**config.mk**
```make
export PLATFORM = sky130hd
export DESIGN_NAME = assignment_line_interpreter_unit
export DESIGN_NICKNAME = d
export VERILOG_FILES = /design/src/hw/rtl/ali_pkg.sv /design/src/hw/rtl/assignment_line_interpreter_unit.sv /design/src/hw/rtl/ali_var_file.sv /design/src/hw/rtl/ali_parser.sv
export SDC_FILE = /design/constraint.sdc
export NUM_CORES = 1
export LEC_CHECK = 0
export BUFFER_PORTS_ARGS = -buffer_cell sky130_fd_sc_hd__buf_2
export CORE_MARGIN = 3
export CORE_UTILIZATION = 65
export CTS_CLUSTER_SIZE = 20
export DETAILED_ROUTE_END_ITERATION = 8
export HOLD_SLACK_MARGIN = 0.08
export PLACE_DENSITY_LB_ADDON = 0.3
export SKIP_CTS_REPAIR_TIMING = 1
export SLEW_MARGIN = 10
export SYNTH_ARGS = -nofsm -noshare
export SYNTH_HDL_FRONTEND = slang
export SYNTH_SLANG_ARGS = --single-unit
```
**constraint.sdc**
```tcl
create_clock -name clk -period 11.9 [get_ports clk]
set_input_delay 2.38 -clock clk [delete_from_list [all_inputs] [get_ports clk]]
set_output_delay 2.38 -clock clk [all_outputs]
set_load 0.02 [all_outputs]
```
**src/hw/rtl/ali_pkg.sv**
```systemverilog
`timescale 1ns / 1ps
`default_nettype none

package ali_pkg;

    // parser modes
    typedef enum logic [3:0] {
        MODE_START  = 4'd0,
        MODE_KEY    = 4'd1,
        MODE_PVAR   = 4'd2,
        MODE_PCLOSE = 4'd3,
        MODE_PDONE  = 4'd4,
        MODE_EQ     = 4'd5,
        MODE_TERM   = 4'd6,
        MODE_NUM    = 4'd7,
        MODE_AFTER  = 4'd8,
        MODE_REST   = 4'd9,
        MODE_ERR    = 4'd10
    } mode_t;

    // line result codes, also used as latched error codes
    typedef enum logic [1:0] {
        STATUS_ASSIGNED = 2'd0,
        STATUS_PRINTED  = 2'd1,
        STATUS_SYNTAX   = 2'd2,
        STATUS_UNDEF    = 2'd3
    } status_t;

    localparam int unsigned WORD_W    = 32;
    localparam int unsigned VAR_W     = 2;
    localparam int unsigned VAR_COUNT = 3;
    localparam int unsigned KEY_LEN   = 6;

    localparam logic [VAR_W-1:0] VAR_NONE = 2'd3;

    localparam logic [7:0] CHAR_X      = 8'h78;
    localparam logic [7:0] CHAR_Y      = 8'h79;
    localparam logic [7:0] CHAR_Z      = 8'h7A;
    localparam logic [7:0] CHAR_P      = 8'h50;
    localparam logic [7:0] CHAR_EQ     = 8'h3D;
    localparam logic [7:0] CHAR_PLUS   = 8'h2B;
    localparam logic [7:0] CHAR_MINUS  = 8'h2D;
    localparam logic [7:0] CHAR_RPAREN = 8'h29;
    localparam logic [7:0] CHAR_ZERO   = 8'h30;
    localparam logic [7:0] CHAR_NINE   = 8'h39;
    localparam logic [7:0] CHAR_SPACE  = 8'h20;
    localparam logic [7:0] CHAR_TAB    = 8'h09;
    localparam logic [7:0] CHAR_CR     = 8'h0D;

    // per-line parser state
    typedef struct packed {
        mode_t             mode;
        logic [2:0]        key_pos;
        logic [VAR_W-1:0]  target;
        logic [WORD_W-1:0] sum;
        logic [WORD_W-1:0] term;
        logic              subtract;
        logic              err_valid;
        status_t           err_code;
        logic [VAR_W-1:0]  err_var;
    } parse_state_t;

    // one line result
    typedef struct packed {
        status_t           status;
        logic [WORD_W-1:0] value;
        logic [VAR_W-1:0]  variable_id;
    } line_result_t;

    // variable store write request
    typedef struct packed {
        logic              en;
        logic [VAR_W-1:0]  idx;
        logic [WORD_W-1:0] data;
    } var_write_t;

    // characters of the print keyword
    function automatic logic [7:0] key_char(input logic [2:0] pos);
        logic [7:0] c;
        unique case (pos)
            3'd0:    c = 8'h50;
            3'd1:    c = 8'h52;
            3'd2:    c = 8'h49;
            3'd3:    c = 8'h4E;
            3'd4:    c = 8'h54;
            3'd5:    c = 8'h28;
            default: c = 8'h00;
        endcase
        return c;
    endfunction

    function automatic logic [VAR_W-1:0] var_code(input logic [7:0] c);
        logic [VAR_W-1:0] v;
        priority if (c == CHAR_X) v = 2'd0;
        else if (c == CHAR_Y)     v = 2'd1;
        else if (c == CHAR_Z)     v = 2'd2;
        else                      v = VAR_NONE;
        return v;
    endfunction

endpackage

`default_nettype wire

```
**src/hw/rtl/assignment_line_interpreter_unit.sv**
```systemverilog
`timescale 1ns / 1ps
`default_nettype none

// Line interpreter for assignments and prints over the variables x, y and z.
// One beat is one byte of a line or a line-end marker; the unit takes a beat
// every cycle unless stalled. Each byte updates the parser state in the cycle
// it is taken, and a line end loads its single result into the output
// register at the edge that takes it, so a result is offered in the cycle
// right after its line-end beat. A byte beat is taken even while a result
// waits on out_stall; only a line-end beat waits for a free output register.
// Variables start undefined after reset and no clearing pass is needed.
module assignment_line_interpreter_unit (
    input  wire logic               clk,
    input  wire logic               rst_n,
    input  wire logic               in_valid,
    output logic                    in_stall,
    input  wire logic [7:0]         character,
    input  wire logic               end_of_line,
    output logic                    out_valid,
    input  wire logic               out_stall,
    output logic [1:0]              status,
    output logic signed [31:0]      value,
    output logic [1:0]              variable_id
);
    import ali_pkg::*;

    parse_state_t         state_reg;
    parse_state_t         state_next;
    line_result_t         result_next;
    line_result_t         result_reg;
    logic                 out_valid_reg;
    var_write_t           wr;
    var_write_t           wr_gated;
    logic [VAR_W-1:0]     rd_idx;
    logic [WORD_W-1:0]    rd_value;
    logic                 rd_defined;
    logic [VAR_COUNT-1:0] defined;
    logic                 in_accept;
    logic                 line_accept;

    // handshake
    assign in_stall    = out_valid_reg && out_stall && end_of_line;
    assign in_accept   = in_valid && !in_stall;
    assign line_accept = in_accept && end_of_line;

    ali_parser u_parser (
        .state       (state_reg),
        .character   (character),
        .end_of_line (end_of_line),
        .rd_value    (rd_value),
        .rd_defined  (rd_defined),
        .rd_idx      (rd_idx),
        .state_next  (state_next),
        .result      (result_next),
        .wr          (wr)
    );

    always_comb
    begin
        wr_gated    = wr;
        wr_gated.en = wr.en && line_accept;
    end

    ali_var_file u_var_file (
        .clk        (clk),
        .rst_n      (rst_n),
        .wr         (wr_gated),
        .rd_idx     (rd_idx),
        .rd_value   (rd_value),
        .rd_defined (rd_defined),
        .defined    (defined)
    );

    // parser state, all-zero is line start with no error
    always_ff @(posedge clk or negedge rst_n)
    begin
        if (!rst_n)
        begin
            state_reg <= '0;
        end
        else if (in_accept)
        begin
            state_reg <= state_next;
        end
    end

    // output register valid
    always_ff @(posedge clk or negedge rst_n)
    begin
        if (!rst_n)
        begin
            out_valid_reg <= 1'b0;
        end
        else if (line_accept)
        begin
            out_valid_reg <= 1'b1;
        end
        else if (!out_stall)
        begin
            out_valid_reg <= 1'b0;
        end
    end

    // output register payload
    always_ff @(posedge clk)
    begin
        if (line_accept)
        begin
            result_reg <= result_next;
        end
    end

    assign out_valid   = out_valid_reg;
    assign status      = result_reg.status;
    assign value       = signed'(result_reg.value);
    assign variable_id = result_reg.variable_id;

    // line end returns the parser to line start with no error
    a_line_clear: assert property (@(posedge clk) disable iff (!rst_n)
        line_accept |=> (state_reg.mode == MODE_START) && !state_reg.err_valid)
        else $error("parser state not cleared after line end");

    // error mode always carries a latched error
    a_err_latched: assert property (@(posedge clk) disable iff (!rst_n)
        (state_reg.mode == MODE_ERR) |-> state_reg.err_valid)
        else $error("error mode without latched error");

    // a stored assignment leaves its variable defined
    a_write_defines: assert property (@(posedge clk) disable iff (!rst_n)
        wr_gated.en |=> defined[$past(wr_gated.idx)])
        else $error("assigned variable not marked defined");

    // value is zero unless printing
    a_value_zero: assert property (@(posedge clk) disable iff (!rst_n)
        (out_valid && (status != STATUS_PRINTED)) |-> (value == 0))
        else $error("value nonzero on non-print result");

    // variable id is zero unless reporting an undefined variable
    a_vid_zero: assert property (@(posedge clk) disable iff (!rst_n)
        (out_valid && (status != STATUS_UNDEF)) |-> (variable_id == 2'd0))
        else $error("variable id nonzero on non-undefined result");

endmodule

`default_nettype wire

```
**src/hw/rtl/ali_var_file.sv**
```systemverilog
`timescale 1ns / 1ps
`default_nettype none

module ali_var_file (
    input  wire logic                        clk,
    input  wire logic                        rst_n,
    input  wire ali_pkg::var_write_t         wr,
    input  wire logic [ali_pkg::VAR_W-1:0]   rd_idx,
    output logic [ali_pkg::WORD_W-1:0]       rd_value,
    output logic                             rd_defined,
    output logic [ali_pkg::VAR_COUNT-1:0]    defined
);
    import ali_pkg::*;

    logic [WORD_W-1:0]    values_reg [VAR_COUNT];
    logic [VAR_COUNT-1:0] defined_reg;
    logic                 rd_in_range;

    // variable values, read out whether or not the variable is defined
    always_ff @(posedge clk)
    begin
        if (wr.en && (wr.idx != VAR_NONE))
        begin
            values_reg[wr.idx] <= wr.data;
        end
    end

    // defined bits
    always_ff @(posedge clk or negedge rst_n)
    begin
        if (!rst_n)
        begin
            defined_reg <= '0;
        end
        else if (wr.en && (wr.idx != VAR_NONE))
        begin
            defined_reg[wr.idx] <= 1'b1;
        end
    end

    // read port
    assign rd_in_range = (rd_idx != VAR_NONE);
    assign rd_value    = rd_in_range ? values_reg[rd_idx] : '0;
    assign rd_defined  = rd_in_range && defined_reg[rd_idx];
    assign defined     = defined_reg;

endmodule

`default_nettype wire

```
**src/hw/rtl/ali_parser.sv**
```systemverilog
`timescale 1ns / 1ps
`default_nettype none

module ali_parser (
    input  wire ali_pkg::parse_state_t       state,
    input  wire logic [7:0]                  character,
    input  wire logic                        end_of_line,
    input  wire logic [ali_pkg::WORD_W-1:0]  rd_value,
    input  wire logic                        rd_defined,
    output logic [ali_pkg::VAR_W-1:0]        rd_idx,
    output ali_pkg::parse_state_t            state_next,
    output ali_pkg::line_result_t            result,
    output ali_pkg::var_write_t              wr
);
    import ali_pkg::*;

    logic [VAR_W-1:0]  v;
    logic              is_var;
    logic              is_digit;
    logic              is_blank;
    logic              is_op;
    logic [WORD_W-1:0] digit;
    logic [WORD_W-1:0] operand;
    logic [WORD_W-1:0] applied_sum;
    logic [WORD_W-1:0] term_times_ten;
    parse_state_t      clear_state;

    // character classes
    assign v        = var_code(character);
    assign is_var   = (v != VAR_NONE);
    assign is_digit = (character >= CHAR_ZERO) && (character <= CHAR_NINE);
    assign is_blank = (character == CHAR_SPACE) ||
                      ((character >= CHAR_TAB) && (character <= CHAR_CR));
    assign is_op    = (character == CHAR_PLUS) || (character == CHAR_MINUS);
    assign digit    = {{(WORD_W-8){1'b0}}, character - CHAR_ZERO};

    // variable lookup: print target at line end, term variable otherwise
    assign rd_idx = end_of_line ? state.target : v;

    // term accumulate and apply
    assign term_times_ten = (state.term << 3) + (state.term << 1);
    assign operand        = (state.mode == MODE_TERM) ? rd_value : state.term;
    assign applied_sum    = state.subtract ? (state.sum - operand) : (state.sum + operand);

    always_comb
    begin
        clear_state          = '0;
        clear_state.mode     = MODE_START;
        clear_state.err_code = STATUS_ASSIGNED;
    end

    // next parser state
    always_comb
    begin
        state_next = state;
        if (end_of_line)
        begin
            state_next = clear_state;
        end
        else if (!is_blank)
        begin
            unique case (state.mode)
                MODE_START:
                begin
                    if (is_var)
                    begin
                        state_next.target = v;
                        state_next.mode   = MODE_EQ;
                    end
                    else if (character == CHAR_P)
                    begin
                        state_next.key_pos = 3'd1;
                        state_next.mode    = MODE_KEY;
                    end
                    else
                    begin
                        state_next.err_valid = 1'b1;
                        state_next.err_code  = STATUS_SYNTAX;
                        state_next.mode      = MODE_ERR;
                    end
                end
                MODE_KEY:
                begin
                    if ((state.key_pos < 3'(KEY_LEN)) && (character == key_char(state.key_pos)))
                    begin
                        state_next.key_pos = state.key_pos + 3'd1;
                        if (state.key_pos == 3'(KEY_LEN - 1))
                        begin
                            state_next.mode = MODE_PVAR;
                        end
                    end
                    else
                    begin
                        state_next.err_valid = 1'b1;
                        state_next.err_code  = STATUS_SYNTAX;
                        state_next.mode      = MODE_ERR;
                    end
                end
                MODE_PVAR:
                begin
                    if (is_var)
                    begin
                        state_next.target = v;
                        state_next.mode   = MODE_PCLOSE;
                    end
                    else
                    begin
                        state_next.err_valid = 1'b1;
                        state_next.err_code  = STATUS_SYNTAX;
                        state_next.mode      = MODE_ERR;
                    end
                end
                MODE_PCLOSE:
                begin
                    if (character == CHAR_RPAREN)
                    begin
                        state_next.mode = MODE_PDONE;
                    end
                    else
                    begin
                        state_next.err_valid = 1'b1;
                        state_next.err_code  = STATUS_SYNTAX;
                        state_next.mode      = MODE_ERR;
                    end
                end
                MODE_PDONE:
                begin
                    state_next.err_valid = 1'b1;
                    state_next.err_code  = STATUS_SYNTAX;
                    state_next.mode      = MODE_ERR;
                end
                MODE_EQ:
                begin
                    if (character == CHAR_EQ)
                    begin
                        state_next.mode = MODE_TERM;
                    end
                    else
                    begin
                        state_next.err_valid = 1'b1;
                        state_next.err_code  = STATUS_SYNTAX;
                        state_next.mode      = MODE_ERR;
                    end
                end
                MODE_TERM:
                begin
                    if (is_var)
                    begin
                        if (rd_defined)
                        begin
                            state_next.sum      = applied_sum;
                            state_next.term     = '0;
                            state_next.subtract = 1'b0;
                            state_next.mode     = MODE_AFTER;
                        end
                        else
                        begin
                            state_next.err_valid = 1'b1;
                            state_next.err_code  = STATUS_UNDEF;
                            state_next.err_var   = v;
                            state_next.mode      = MODE_ERR;
                        end
                    end
                    else if (is_digit)
                    begin
                        state_next.term = digit;
                        state_next.mode = MODE_NUM;
                    end
                    else
                    begin
                        state_next.err_valid = 1'b1;
                        state_next.err_code  = STATUS_SYNTAX;
                        state_next.mode      = MODE_ERR;
                    end
                end
                MODE_NUM:
                begin
                    if (is_digit)
                    begin
                        state_next.term = term_times_ten + digit;
                    end
                    else
                    begin
                        state_next.sum      = applied_sum;
                        state_next.term     = '0;
                        state_next.subtract = (character == CHAR_MINUS);
                        state_next.mode     = is_op ? MODE_TERM : MODE_REST;
                    end
                end
                MODE_AFTER:
                begin
                    state_next.subtract = (character == CHAR_MINUS);
                    state_next.mode     = is_op ? MODE_TERM : MODE_REST;
                end
                default:
                begin
                    state_next = state;
                end
            endcase
        end
    end

    // line result and variable write at line end
    always_comb
    begin
        result.status      = STATUS_SYNTAX;
        result.value       = '0;
        result.variable_id = '0;
        wr.en              = 1'b0;
        wr.idx             = state.target;
        wr.data            = state.sum;
        unique case (state.mode)
            MODE_PDONE:
            begin
                if (rd_defined)
                begin
                    result.status = STATUS_PRINTED;
                    result.value  = rd_value;
                end
                else
                begin
                    result.status      = STATUS_UNDEF;
                    result.variable_id = state.target;
                end
            end
            MODE_NUM, MODE_AFTER, MODE_REST:
            begin
                if (state.target != VAR_NONE)
                begin
                    result.status = STATUS_ASSIGNED;
                    wr.en         = end_of_line;
                end
                if (state.mode == MODE_NUM)
                begin
                    wr.data = applied_sum;
                end
            end
            MODE_ERR:
            begin
                if (state.err_valid && (state.err_code == STATUS_UNDEF))
                begin
                    result.status      = STATUS_UNDEF;
                    result.variable_id = state.err_var;
                end
            end
            default:
            begin
                result.status = STATUS_SYNTAX;
            end
        endcase
    end

endmodule

`default_nettype wire

```
; Word-level counts from Yosys, hierarchy flattened
; Memories as Yosys holds them, arrays and structs flattened.
; Index checks and enable logic that the tools add are counted.
[totals]
mem_count = 1
inputBits = 13
output_inout_bits = 38
ram_bits = 96
wordCells = 187
reg_bits = 119
[mem_list]
columns = name, words, width, rd, rd_ports_with_merged_regs, write_ports, line
row1 = u_var_file.values_reg, 3, 32, 1, 0, 1, ali_var_file.sv:15  ; logic [WORD_W-1:0] values_reg [VAR_COUNT];
[op_classes]
bitwise = 1
magnitude_cmp = 8
reduce_logical = 36
n_eq_ne = 48
muxes = 73
add_sub_neg = 6
[ops]
columns = cell, count
row1 = $mux 32, 10
row2 = $mux 79, 2
row3 = $pmux 64 s2, 1
row4 = $mux 65, 1
row5 = $add 32x32->32, 2
row6 = $mux 4, 11
row7 = $pmux 7 s6, 1
row8 = $eq 8x6->1 const B, 5
row9 = $pmux 4 s9, 1
row10 = $mux 3, 11
row11 = $add 32x8->32, 1
row12 = $eq 8x7->1 const B, 4
row13 = $sub 32x32->32, 1
row14 = $mux 2, 12
row15 = $mux 8, 3
row16 = $ne 3x3->1 const B, 8
row17 = $pmux 3 s7, 1
row18 = $reduce_and 6->1, 3
row19 = $eq 4x3->1 const B, 4
row20 = $reduce_and 5->1, 3
row21 = $eq 4x4->1 const B, 3
row22 = $logic_and 1x1->1, 12
row23 = $mux 1, 12
row24 = $ne 4x4->1 const B, 3
row25 = other kinds (43), 57

; Longest topological paths before layout
; Gate-level depths: netlist (run 1).
[logic_depth]
depth_word = 15
mapped_depth = 28
depth_no_buf = 24

; Hierarchy
; From an unflattened synthesis (run 1), not the netlist that was laid out.
[hier_totals]
hier_cells = 1841
hier_area_um2 = 17419.2
[by_module_without_submodules]
columns = mod, area_per_inst_um2, instances, seq_area_each_um2, cells_each
row1 = ali_parser, 7652.3, 1, 0.0, 1165
row2 = assignment_line_interpreter_unit, 5805.6, 1, 3083.0, 491
row3 = ali_var_file, 3961.3, 1, 2957.8, 185

; Least setup slack after synthesis (run 1)
; Ideal clock, no wire load.
[synth_timing]
path_kind = input port to flip-flop
startpoint = input end_of_line
endpoint = memory u_var_file.values_reg[0][0] (enable)
setup_time_ps = 462
n_path_buf = 3
stages = 7
path_slack_ps = 3436
arrival_ps = 8002
required_time_ps = 11438
path_cell_list = clkbuf_1 > clkbuf_1 > buf_1 > nand2_1 > a21oi_1 > o21ai_0 > nor3_1
[synth_via]
elab_chain_cells = 8
word_cells_on_any_way = 10
classes_between = mux: 4 / reduce/logical: 6
[synth_lines]
columns = item, line
row1 = "start, declared", assignment_line_interpreter_unit.sv:18  ; input wire logic end_of_line,
row2 = $logic_and 1x1->1, assignment_line_interpreter_unit.sv:42  ; assign in_stall = out_valid_reg && out_stall && end_of_line;
row3 = $logic_not 1->1, assignment_line_interpreter_unit.sv:43  ; assign in_accept = in_valid && !in_stall;
row4 = $logic_and 1x1->1, assignment_line_interpreter_unit.sv:43
row5 = $logic_and 1x1->1 *, assignment_line_interpreter_unit.sv:44  ; assign line_accept = in_accept && end_of_line;
row6 = named net line_accept, assignment_line_interpreter_unit.sv:39  ; logic line_accept;
row7 = $logic_and 1x1->1 *, assignment_line_interpreter_unit.sv:61  ; wr_gated.en = wr.en && line_accept;
row8 = $logic_and 1x1->1 *, ali_var_file.sv:22  ; if (wr.en && (wr.idx != VAR_NONE))
row9 = $mux 1 *, ali_var_file.sv:22
row10 = $mux 1 (implied by the code) *, ali_var_file.sv:24  ; values_reg[wr.idx] <= wr.data;
row11 = "end, declared", ali_var_file.sv:15
; The timed path passes the listed nets; every way through them passes the cells marked *.

==> flow_metrics.tcl, run 1 <==
set metrics [dict create \
    setup.worst_path.end_class "register" \
    worst-slew-pin-transition_ps 1160 \
    cts_root_buffer "clkbuf_16" \
    yosys_warnings 0 \
    rsz0062_at_grt "false" \
    synth_seq_cells 214 \
    final_max_slew_viol_count 0 \
    drive_above_1_share_pct 9.930 \
    relSlewSlack_pct 21.64 \
    die_area_um2 24150 \
    status "complete, no violations" \
    cap_violations 0 \
    chipHeight_um 155.4 \
    seq_area_um2 6016 \
    arrival_ps 9290 \
    n_antenna_cell 0 \
    core-area_um2 21890 \
    die_x_um 155.4 \
    synthAdderAreaFrac_pct 9.243 \
    num_rows 54 \
    tritoncts "built" \
    fin_crit_sh_pct 76.22 \
    first_iter_violations 1533 \
    grt_pass1_wl_um 65970 \
    synth-xor-area-share_pct 5.613 \
    skew_ps 17.91 \
    synthArstFlopShare_pct 38.32 \
    synth_compound_area_share_pct 22.56 \
    synth_ff_type "edfxtp_1" \
    finalWirelength_um 41860 \
    ant_nets 0 \
    timing.final.hold_violations 0 \
    final_area_um2 15810 \
    dp.cells 1797 \
    yosysTopAreaCellShare_pct 27.32 \
    initial_core_util_pct 66.29 \
    critPathLaunchType "input port" \
    vdd_drop_max_mv 0.09661 \
    post_dp_cell_area_um2 14970 \
    gp_congestion 0.9757 \
    p_per_area_nw_per_um2 182.7 \
    portBuffers 50 \
    grt_max_degree 72 \
    clock_latency_ps 530 \
    drc_errors 0 \
    clk_pin_slew_ps 60 \
    multiInputGateArea_um2 7993 \
    synth.largest_area_cell "edfxtp_1" \
    synth_simple_gate_area_share_pct 15.56 \
    period_needed_ps 9071 \
    cp.required_ps 12120 \
    p_leak_uw 0.006614 \
    holdCritPathClass "register to register" \
    avgSynthCellArea_um2 9.478 \
    final_cells 1841 \
    wire_per_inst_um 22.74 \
    clock.fmax_ghz 0.1102 \
    htree_levels 1 \
    hold_start "u_var_file.defined[1]$_DFFE_PN0P_" \
    grt_overflow 0 \
    dpl_worst_slack_ps 2617 \
    synth_edf_count 132 \
    r2r-start "state_reg[70]$_DFFE_PN0P_" \
    setup_tns_ps 0 \
    yosysSeqAreaShare_pct 41.46 \
    clkSinkCount 214 \
    ios 51 \
    synth_cell_types 88 \
    grt_pass1_vias 11915 \
    crit_start "end_of_line" \
    syn_nets 1647 \
    cts_made_buffers 24 \
    layout_setup_ws_ps 2829 \
    largest_reg_flops 96 \
    synthMuxAreaShare_pct 1.776 \
    vias 12581 \
    netlist_area_um2 14510 \
    syn-instance-count 1531 \
    fillers 1599 \
    antenna_found_initial 1 \
    first_pass_iters 9 \
    layout.nets 1659 \
    gr-usage-all-layers_pct 34.30 \
    area_growth_pct 8.967 \
    synthTopCellsByArea "edfxtp_1 (27%), dfrtp_1 (14%), ha_1 (8.3%), nand2_1 (4.9%), a21oi_1 (3.8%)" \
    final_core_util_pct 72.23 \
    synth_top_family_by_area "compound AO/OA/AOI/OAI gates" \
    via_per_inst 6.834 \
    clockBufferDepth 3 \
    worst-setup-path-type "input port to register" \
    crit_path_max_fanout 51 \
    dp_hpwl_um 29590 \
    setup_viol 0 \
]
worst paths after layout:
path                                                     endpoint  slack (ps)  cells after the start
max in group asynchronous               state_reg[53]$_DFFE_PN0P_        8960                      2
setup / recovery           u_var_file.values_reg[0][31]$_DFFE_PP_        2830                     25
setup reg to reg           u_var_file.values_reg[0][31]$_DFFE_PP_        4650                     21
hold / removal                  u_var_file.defined[1]$_DFFE_PN0P_         490                      1
min in group asynchronous       u_var_file.defined[0]$_DFFE_PN0P_        1840                      1
hold reg to reg                 u_var_file.defined[1]$_DFFE_PN0P_         490                      1
power by group:
| part | internal, uW | leakage [uW] | switching, uW |
|---|---|---|---|
| Combinational | 391 | 0.00387 | 705 |
| Sequential | 910 | 0.00233 | 99.0 |
| Clock | 468 | 0.000413 | 317 |
routing by layer:
| layer | share of wire, % | vias to the layer above | wire length, um | track usage, % |
|---|---|---|---|---|
| met4 | 3.3 | 4 | 1366 | 10.63 |
| met3 | 13 | 142 | 5461 | 8.011 |
| li1 | - | 5711 | - | - |
| met1 | 40 | 5887 | 16580 | 49.10 |
| met2 | 44 | 837 | 18420 | 52.31 |
| met5 | 0.065 | - | 27 | 0 |
cells in the mapped netlist (all sizes together), types with 24 or more instances:
master and count:
dfrtp 82, nor3 47, o21ai 104, xnor2 55, nor2 92, nand2 189
inv 54, nor2b 24, clkbuf 61, a21o 43, a21oi 109, o31ai 59
ha 96, nand3 25, xor2 38, edfxtp 132
area by class of cell:
class | instances | share of cell area [%]
Inverter | 55 | 1.306
Sequential cell | 214 | 38.04
Clock buffer | 29 | 4.233
Tap cell | 280 | 2.216
Timing Repair Buffer | 70 | 2.548
Clock inverter | 15 | 1.108
Multi-Input combinational cell | 1178 | 50.55
cells by family (layout without fill, tap and decap cells):
logic type                 count (synthesis)  after routing
xor gates and xnor gates                  93             93
DFF                                      214            214
buffers and inverters                    139            169
muxes                                     25             25
adders and majority gates                103            103
and+or+nand+nor                          464            464
AOI/OAI and AO/OA                        493            493
worst max-delay path, stage by stage:
cell       delay, ps
buf_2            470
buf_4            650
nand2b_1         190
o21ai_1          520
nor2_1           160
buf_4            260
nand2_1           80
o21ai_0          150
mux2i_1          300
ha_1             390
nand4_4          190
nor2_1           230
a21oi_1          110
xor2_1           170
ha_1             390
nand2_1          150
nor4_1           400
nand4_1          190
a31o_2           270
a31o_2           230
a2111oi_0        670
o21ai_0          140
o21ai_0          250
xnor2_1          170
o21ai_1          130
metrics by stage:
stage	total power, uW	hold WS (ps)
final	2889	491.3
after detailed placement	2070	462.2
after global routing	3020	498.5
after CTS	2852	487.7
after floorplan	1787	438.9
after global placement	2035	457.1
layout by cell type, fill, tap and decap left out, types with 10 or more instances in the layout:
cell | Yosys | final
o21ai_0 | 97 | 97
a22oi_1 | 12 | 12
a22o_1 | 12 | 12
a211oi_1 | 17 | 17
dfrtp_1 | 82 | 82
nand3_1 | 24 | 23
buf_4 | 0 | 21
mux2i_1 | 19 | 19
a21o_1 | 43 | 42
inv_1 | 53 | 53
o41ai_1 | 10 | 10
nor3_1 | 45 | 42
a31oi_1 | 23 | 23
nand2_1 | 189 | 189
o31ai_1 | 59 | 59
edfxtp_1 | 132 | 132
a21oi_1 | 109 | 107
xor2_1 | 38 | 38
nor2_1 | 91 | 91
xnor2_1 | 55 | 55
buf_2 | 11 | 49
nand2b_1 | 22 | 22
ha_1 | 96 | 96
nor2b_1 | 24 | 24
clkbuf_16 | 0 | 24
No activity file was read; power rests on OpenSTA's default activity.
==> run 2: changes to the inputs <==
--- a/config.mk
+++ b/config.mk
@@ -7,7 +7,7 @@
 export LEC_CHECK = 0
 export BUFFER_PORTS_ARGS = -buffer_cell sky130_fd_sc_hd__buf_2
 export CORE_MARGIN = 3
-export CORE_UTILIZATION = 65
+export CORE_UTILIZATION = 57
 export CTS_CLUSTER_SIZE = 20
 export DETAILED_ROUTE_END_ITERATION = 8
 export HOLD_SLACK_MARGIN = 0.08
==> constraint.sdc (replaced) <==
create_clock -name clk -period 7.4 [get_ports clk]
set_input_delay 1.48 -clock clk [delete_from_list [all_inputs] [get_ports clk]]
set_output_delay 1.48 -clock clk [all_outputs]
set_load 0.02 [all_outputs]
==> flow_metrics.tcl, run 2 (synthesis results as in run 1) <==
set metrics [dict create \
    largest_reg_flops 96 \
    relSlewSlack_pct 36.25 \
    rsz0062_at_grt "false" \
    timing.final.hold_violations 0 \
    ios 51 \
    clkSinkCount 214 \
    antenna_found_initial 0 \
    cts_made_buffers 25 \
    gr-usage-all-layers_pct 31.54 \
    fillers 1958 \
    portBuffers 50 \
    layout.nets 1720 \
    period_needed_ps 6903 \
    post_dp_cell_area_um2 15490 \
    worst-slew-pin-transition_ps 946.2 \
    first_pass_iters 6 \
    first_iter_violations 1695 \
    finalWirelength_um 43270 \
    final_common_cell "nand2_1" \
    via_per_inst 6.555 \
    rr_worst_depth 22 \
    final_max_slew_viol_count 0 \
    grt_use_met2_pct 47.28 \
    cap_violations 0 \
    worst-setup-path-type "input port to register" \
    dp_hpwl_um 31490 \
    vias 12763 \
    p_per_area_nw_per_um2 295.5 \
    grt_overflow 0 \
    initial_core_util_pct 58.81 \
    busiest_layer "met2" \
    die_x_um 165.6 \
    htree_levels 1 \
    n_antenna_cell 0 \
    cts_root_buffer "clkbuf_16" \
    setup_viol 0 \
    die_area_um2 27410 \
    tritoncts "built" \
    ant_nets 0 \
    crit_path_max_fanout 8 \
    gp_congestion 0.9754 \
    drive_above_1_share_pct 13.31 \
    grt_pass1_wl_um 67160 \
    multiInputGateArea_um2 8006 \
    clkPwrFrac_pct 28.0 \
    fin_crit_sh_pct 93.29 \
    grt_pass1_vias 11943 \
    core-area_um2 24680 \
    grt_max_degree 73 \
    cp.required_ps 7650 \
    clock.fmax_ghz 0.1449 \
    skew_ps 20.40 \
    final_area_um2 16400 \
    clock_latency_ps 540 \
    globalRouteMet1Util_pct 46.20 \
    final_core_util_pct 66.44 \
    vdd_drop_max_mv 0.1886 \
    hold_path_depth 1 \
    seq_area_um2 6016 \
    power.total_uw 4845 \
    final_cell_mix "nand2_1 (189), edfxtp_1 (132), a21oi_1 (107)" \
    num_rows 57 \
    use_met3_pct 6.810 \
    chipHeight_um 165.6 \
    wire_per_inst_um 22.22 \
    setup.worst_path.end_class "register" \
    switching_power_uw 1839 \
    p_leak_uw 0.006945 \
    holdCritPathClass "register to register" \
    area_growth_pct 12.98 \
    switching_share_pct 37.95 \
    internal_power_uw 3006 \
    arrival_ps 7150 \
    sequentialPowerShare_pct 33.3 \
    pwr-share-comb_pct 38.8 \
    status "complete, no violations" \
    clockBufferDepth 3 \
    critPathLaunchType "input port" \
    drc_errors 0 \
    clk_pin_slew_ps 60 \
]
==> run 2: cell types whose count changed in the layout (fill, tap and decap cells not counted), sizes merged <==
| cell | previous run | this run |
|---|---|---|
| buf | 70 | 130 |
| clkinv | 10 | 11 |
| bufinv | 3 | 6 |
| clkbuf | 29 | 27 |
| clkinvlp | 2 | 1 |
| inv | 55 | 56 |
==> run 2: per-stage QoR <==
stage          setup TNS (ps)  worst slack, ps  std cells  hold slack (ps)
2_1_floorplan          -16120           -164.1       1531            438.9
5_1_grt                     0            75.26       1947            501.7
4_1_cts                     0            322.2       1947            473.1
3_3_place_gp           -335.4           -111.8       1901            452.3
6_report                    0            496.5       1947            470.8
3_5_place_dp           -756.6           -165.5       1901            459.7
==> run 2: final timing paths <==
check	slack (ps)	endpoint	start
min in group asynchronous	930	u_var_file.defined[1]$_DFFE_PN0P_	rst_n
setup / recovery	500	u_var_file.values_reg[2][31]$_DFFE_PP_	character[4]
hold / removal	470	u_var_file.defined[2]$_DFFE_PN0P_	u_var_file.defined[2]$_DFFE_PN0P_
max in group asynchronous	5400	state_reg[52]$_DFFE_PN0P_	rst_n
setup reg to reg	1020	u_var_file.values_reg[2][31]$_DFFE_PP_	state_reg[71]$_DFFE_PN0P_
hold reg to reg	470	u_var_file.defined[2]$_DFFE_PN0P_	u_var_file.defined[2]$_DFFE_PN0P_
==> run 2: worst max-delay path: stages <==
cell and delay, ps:
buf_2 90, ha_1 210, or4b_4 520, o21a_2 290
a221oi_1 340, o31ai_1 200, nor4_4 420, and2_2 270
nand4_4 150, nor2_1 190, a21oi_1 100, xor2_1 160
ha_1 360, nand2_1 150, nor4_2 290, nand4_1 160
a31o_2 270, a31o_2 240, a2111oi_0 430, buf_4 200
o21ai_0 70, o21ai_0 250, xnor2_1 180, o21ai_1 110
==> run 2: power by group through the flow <==
stage	clock network [uW]	logic [uW]	registers, uW
detailed placement	0	1810	1630
global route	1410	2050	1630
global placement	0	1770	1620
CTS	1360	1830	1610
floorplan	0	1310	1560
finish	1360	1880	1610
==> run 2: metal layers <==
layer,part of all wire [%],up-vias
met1,43,6073
met2,43,758
met3,11,98
met4,2.6,0
met5,0,-
li1,-,5834
==> run 2: layout make-up <==
class / instances / area share (%)
Clock buffer: 27 / 3.861
Clock inverter: 19 / 1.603
Inverter: 55 / 1.259
Multi-Input combinational cell: 1178 / 48.83
Sequential cell: 214 / 36.69
Tap cell: 324 / 2.473
Timing Repair Buffer: 130 / 5.281
